[config.mk]
export PLATFORM = sky130hd
export DESIGN_NAME = nztp_ctrl
export DESIGN_NICKNAME = d
export VERILOG_FILES = /design/src/rtl/nztp_pkg.sv /design/src/rtl/nztp_ctrl.sv
export SDC_FILE = /design/constraint.sdc
export NUM_CORES = 1
export LEC_CHECK = 0
export BUFFER_PORTS_ARGS = -buffer_cell sky130_fd_sc_hd__buf_2
export CAP_MARGIN = 15
export CORE_AREA = 2 2 39 41
export CTS_CLUSTER_DIAMETER = 120
export CTS_CLUSTER_SIZE = 16
export DETAILED_ROUTE_END_ITERATION = 8
export DIE_AREA = 0 0 41 43
export GPL_TIMING_DRIVEN = 0
export RECOVER_POWER = 50
export SETUP_SLACK_MARGIN = 0.15
export SYNTH_ARGS = -nofsm -noshare
export SYNTH_HDL_FRONTEND = slang
export SYNTH_SLANG_ARGS = --single-unit
[constraint.sdc]
create_clock -name i_clk -period 1.5 [get_ports i_clk]
set_clock_uncertainty 0.2 [all_clocks]
set_input_delay 0.15 -clock i_clk [delete_from_list [all_inputs] [get_ports i_clk]]
set_output_delay 0.15 -clock i_clk [all_outputs]
set_load 0.05 [all_outputs]
[src/rtl/nztp_pkg.sv]
// Package for the zone tick profiler: sizes, op and status codes,
// the zone wrap table and the controller/datapath interface structs. No dependencies.
`timescale 1ns / 1ps

package nztp_pkg;

    localparam int ZONE_COUNT = 64;
    localparam int NEST_DEPTH = 16;

    localparam int OP_W     = 2;
    localparam int ZONE_W   = 6;
    localparam int TICK_W   = 64;
    localparam int HITS_W   = 32;
    localparam int STATUS_W = 2;
    localparam int ZONE_NUM = 1 << ZONE_W;

    localparam int ZI_W  = (ZONE_COUNT > 1) ? $clog2(ZONE_COUNT) : 1;
    localparam int LVL_W = $clog2(NEST_DEPTH + 1);
    localparam int PTR_W = (NEST_DEPTH > 1) ? $clog2(NEST_DEPTH) : 1;

    localparam logic [OP_W-1:0] OP_ENTER = 2'd0;
    localparam logic [OP_W-1:0] OP_EXIT  = 2'd1;
    localparam logic [OP_W-1:0] OP_READ  = 2'd2;

    localparam logic [STATUS_W-1:0] ST_OK    = 2'd0;
    localparam logic [STATUS_W-1:0] ST_FULL  = 2'd1;
    localparam logic [STATUS_W-1:0] ST_EMPTY = 2'd2;

    typedef logic [ZI_W-1:0] t_zone_lut [ZONE_NUM];

    // Zone field folded onto the counter array, worked out at elaboration
    function automatic t_zone_lut build_zone_lut();
        t_zone_lut lut;
        for (int i = 0; i < ZONE_NUM; i++) begin
            lut[i] = ZI_W'(i % ZONE_COUNT);
        end
        return lut;
    endfunction

    localparam t_zone_lut ZONE_LUT = build_zone_lut();

    typedef struct packed {
        logic accept;    // capture the input word, issue counter reads
        logic exit_mid;  // write parent self count, pop the stack
        logic exit_fin;  // write popped zone's counters, load result
        logic resp;      // push on a good enter, load result
    } t_cmd;

    typedef struct packed {
        logic exit_ok;   // offered word is an exit with a non-empty stack
        logic out_free;  // result register can take a new word
    } t_sts;

endpackage

[src/rtl/nztp_ctrl.sv]
// Sequencing state machine of the zone tick profiler.
// Depends on nztp_pkg for the command and status structs.
`timescale 1ns / 1ps

module nztp_ctrl
    import nztp_pkg::*;
(
    input  logic i_clk,
    input  logic i_rst_n,
    input  logic i_valid,
    output logic o_stall,
    input  t_sts i_sts,
    output t_cmd o_cmd
);

    typedef enum logic [3:0] {
        S_IDLE  = 4'b0001,
        S_RESP  = 4'b0010,
        S_EXPAR = 4'b0100,
        S_EXFIN = 4'b1000
    } t_state;

    t_state r_state, n_state;

    always_comb begin
        n_state = r_state;
        o_cmd   = '0;
        unique case (r_state)
            S_IDLE: begin
                o_cmd.accept = i_valid;
                if (i_valid) begin
                    n_state = i_sts.exit_ok ? S_EXPAR : S_RESP;
                end
            end
            S_RESP: begin
                o_cmd.resp = i_sts.out_free;
                if (i_sts.out_free) begin
                    n_state = S_IDLE;
                end
            end
            S_EXPAR: begin
                o_cmd.exit_mid = 1'b1;
                n_state        = S_EXFIN;
            end
            S_EXFIN: begin
                o_cmd.exit_fin = i_sts.out_free;
                if (i_sts.out_free) begin
                    n_state = S_IDLE;
                end
            end
            default: begin
                n_state = S_IDLE;
            end
        endcase
    end

    always_ff @(posedge i_clk) begin
        if (!i_rst_n) begin
            r_state <= S_IDLE;
        end else begin
            r_state <= n_state;
        end
    end

    assign o_stall = (r_state != S_IDLE);

endmodule

-- Word-level counts from Yosys, hierarchy flattened
Index checks and enable logic that the tools add are counted.
- register bits: 4
- bits in latches: 0
- RAM bits: 0
- ROM bits: 0
- bits of input ports: 5
- output and inout port bits: 5
- memories: 0
- add/sub/neg operators: 0
- multiply operators: 0
- divide/modulo/power cells: 0
- magnitude comparators: 0
- equality and inequality tests: 7
- shift-type cells: 0
- muxes and demuxes: 8
- bitwise logic cells: 0
- reductions and logical operators: 2
- operators by type and width (cell ; count):
    $pmux 4 s3 ; 1
    $mux 4 ; 2
    $eq 4x1->1 const B ; 1
    $eq 4x2->1 const B ; 1
    $eq 4x3->1 const B ; 1
    $eq 4x4->1 const B ; 1
    $mux 1 ; 4
    $ne 4x1->1 const B ; 1
    $mux 3 ; 1
    $ne 2x1->1 const B ; 1
    $ne 2x2->1 const B ; 1
    $reduce_and 2->1 ; 1
    $reduce_or 2->1 ; 1

-- Longest topological paths before layout
- depth in word-level cells: 4
- mapped depth: 3

-- Worst setup path before layout
Ideal clock, no wire load.
- path type: reg-to-reg
- start: reg r_state[2]
- end: reg r_state[3]
- setup time: 0.080 ns
- data arrival time: 2.378 ns
- path slack: -1.158 ns
- stages on the path, launching flop included: 4
- buffers on the path: 0
- cell sequence: dfxtp_1 nor4b_1 a21o_1 nor3b_1
- word-level cells in the longest chain between the ends: 4
- elaborated cells on any way between the ends: 9
- classes of those cells: eq/ne: 6; mux: 1; reduce/logical: 2
- ends and longest elaborated chain (element ; line ; text):
    start: declaration ; nztp_ctrl.sv:23 ; t_state r_state, n_state;
    start signal: assignment ; nztp_ctrl.sv:61 ; r_state <= n_state;
    $eq 4x4->1 / $eq 4x2->1 (equally long branches) ; nztp_ctrl.sv:28 ; unique case (r_state)
    $reduce_or 2->1 (no line) ; -- ;
    $ne 2x1->1 (no line) ; -- ;
    $reduce_and 2->1 (no line) ; -- ;
Parallel ways exist; a longest one is shown, timed or not.
A chain may end at the register's enable or synchronous reset.

==> results.json <==
{
  "outcome": "complete, but fails checks",
  "violations_in_the_final_reports": "negative setup slack",
  "largest_register": "r_state",
  "timing_worst_setup_path_type": "flip-flop to primary output",
  "layoutNonFillerInstCount": 55,
  "wire_per_inst_um": 8.800,
  "tritoncts_num_sinks": 4,
  "totalWireLength_um": 484,
  "detail_route.first_pass.iterations": 2,
  "remaining_drc_errors": 0,
  "worst_ep_arrival_time_ps": 1410,
  "timing.reg2reg.setup_slack_ps": -30,
  "vdd_ir_drop_max_mv": 0.4133,
  "worst_r2r_endpoint": "r_state[2]",
  "layout_min_cycle_time_ps": 1757,
  "numPlacedInstances": 47,
  "clockRootBuffer": "clkbuf_4",
  "antenna_violating_nets_post_route": 0,
  "port_buffers": 9,
  "post_synthesis_compound_gate_area_fraction_pct": 11.98,
  "cp_max_stage_delay_ps": 570,
  "placeableCoreArea_um2": 1384,
  "cell_by_cell_trace_of_the_critical_path": "or4b_4, nor2_4, buf_8",
  "cts.htree.levels": 1,
  "ys_top_cells_by_area": "dfxtp_1, or4b_4, nor2_4, and4b_1, nor3_1",
  "gr-total-overflow": 0,
  "yosys-top-cells-count": "dfxtp_1, nor3_1, o21ai_0",
  "summed_instance_area_of_the_synthesized_netlist_um2": 209.0,
  "timing.critical_path.from": "r_state[1]",
  "final_design_area_no_fill_um2": 406.6,
  "vias": 227,
  "track_usage_pct": 7.021,
  "hold_viol_final": 0,
  "tritoncts": "yes",
  "place_worst_setup_slack_ps": -156.6,
  "yosysMostFrequentCell": "dfxtp_1",
  "slew-limit-headroom_pct": 73.04,
  "critical_path.reg2reg.startpoint": "r_state[1]",
  "post_dp_cell_area_um2": 300.3,
  "grt_pass1_wl_um": 765,
  "final_nets": 46,
  "worstRegToRegCells": 4,
  "synth.mux.area_fraction_pct": 0,
  "final-setup-viol-count": 5,
  "n_antenna_cell": 0,
  "post-layout-total-power_mw": 0.3350,
  "layout.area.seq_um2": 92.59,
  "cts-root-to-sink-buffers": 2,
  "synthesis.nets": 27,
  "number_of_flip_flops_in_the_largest_register": 4,
  "drt_iter0_drc": 4,
  "drv_slew": 0,
  "timing.hold.worst_path_depth": 3,
  "grt_start_max_net_pins": 7,
  "final_min_period_over_clock_period_pct": 117.1,
  "leakagePower_nw": 0.1800,
  "pwr_density_cell_nw_per_um2": 823.7,
  "tritoncts.num_buffers": 3,
  "ys_types": 17,
  "placement_rows": 14,
  "setup.worst_path.end_class": "primary output",
  "worst-endpoint-required_ps": 1150,
  "timing.critical_path.buf_inv": 1,
  "multiInputGateArea_um2": 151.4,
  "max_clock_freq_mhz": 569.2,
  "setup.worst_path.start_class": "flip-flop",
  "hold_start": "i_valid",
  "hold_end": "r_state[3]",
  "die_area_um2": 1763,
  "yosys.area_share.adder_pct": 0,
  "yosys.area.top_type_share_pct": 38.32,
  "yosys_register_bits": 4,
  "synthesis.yosys.warnings": 0,
  "drv.max_cap_violation_count": 0,
  "largest_registers": "r_state: 4 flops",
  "die_h_um": 43,
  "timing_worst_slew_pin_value_ps": 398.9,
  "initial_core_utilization_pct": 15.10,
  "grt_setup_unrepaired": "true",
  "dominantRegCellSynth": "dfxtp_1",
  "setup_total_negative_slack_ps": -569.0,
  "worstPathMaxFanout": 4,
  "timing.hold.worst.class": "input port to flip-flop",
  "vias_in_the_first_global_route": 207,
  "synthCells": 22,
  "clkSlewWorstSetupHoldPaths_ps": 40,
  "synth_simple_gate_area_share_pct": 43.71,
  "ys_seq_area_share_pct": 38.32,
  "synth_edf_count": 0,
  "die_width_um": 41,
  "fillers": 158,
  "postLayoutSetupSlackWorst_ps": -256.8,
  "synth_top_family_by_area": "simple AND/OR/NAND/NOR gates",
  "syn_avg_cell_area_um2": 9.498,
  "antenna_found_initial": 0,
  "fin_hold_ws_ps": 64.81,
  "synth_largest_area_cell": "dfxtp_1",
  "areaGrowthSynthToFinish_pct": 94.61,
  "ioPinCount": 10,
  "post_synth_xor_area_fraction_pct": 4.192,
  "synth_async_sr_flop_share_pct": 0,
  "cp_slowest_cell": "or4b_4",
  "drt_via_density": 4.127,
  "final_core_util_pct": 29.39,
  "critical_path.top_delay_family": "simple AND/OR/NAND/NOR gates",
  "post_route_cells_drive_above_1_share_pct": 64.10,
  "clock_latency_ps": 230,
  "gp_congestion": 0.6369
}
[final cells by class]
class | count | share of cell area [%]
clock buffer | 3 | 5.538
inverter | 1 | 0.9231
multi-input combinational | 17 | 37.23
sequential | 4 | 22.77
tap | 16 | 4.923
timing repair buffer | 14 | 28.62
[worst reg2reg max path, stage by stage (launching register included)]
cell	delay [ps]
dfxtp_4	330
or4b_4	570
nor2_4	130
buf_4	120
and3_1	130
[cell families (layout without fill, tap and decap cells)]
group | Yosys count | in the layout
AND/OR/NAND/NOR | 12 | 12
flip-flops | 4 | 4
buffers and inverters | 1 | 18
AO/OA/AOI/OAI | 4 | 4
XOR/XNOR | 1 | 1
[worst max path at each step]
stage / endpoint / slack [ps] / depth (start not counted)
after floorplan: r_state[2] / -300 / 3
after global placement: o_cmd[3] / -160 / 3
after detailed placement: o_cmd[3] / -160 / 3
after CTS: o_cmd[3] / -270 / 3
after global routing: o_cmd[3] / -310 / 3
final: o_cmd[3] / -260 / 3
[cell usage in the layout, fill, tap and decap left out, types with 2 or more instances in the layout]
cell and n:
buf_2 5, nor3_1 2, buf_6 3, clkbuf_4 3, dlygate4sd3_1 2, dfxtp_4 3, buf_4 3
[what timing repair did]
| item | 4_1_cts | 5_1_grt |
|---|---|---|
| setup endpoints to repair | 9 | 9 |
| pin swaps | 4 | 1 |
| setup buffers | 2 | 1 |
| hold buffers | 2 | 0 |
| endpoints found under the hold margin | 4 | 0 |
| resized for setup | 10 | 4 |
[layer usage]
metal  routed length [µm]  track usage, %  up-vias  part of all wire (%)
met5                    0               0        -                     0
li1                     -               -      119                     -
met1                  203           8.013       99                    42
met3                   47           3.665        0                   9.7
met2                  232           8.125        9                    48
met4                    0           8.000        0                     0
[power breakdown]
part	switching, mW	total (mW)	internal (mW)	leakage (nW)
registers	0.00705	0.117	0.110	0.0347
clock network	0.0400	0.129	0.0892	0.0138
logic	0.0495	0.0891	0.0396	0.131
total	0.0966	0.335	0.238	0.180
Power figures use the tool's default switching activity.
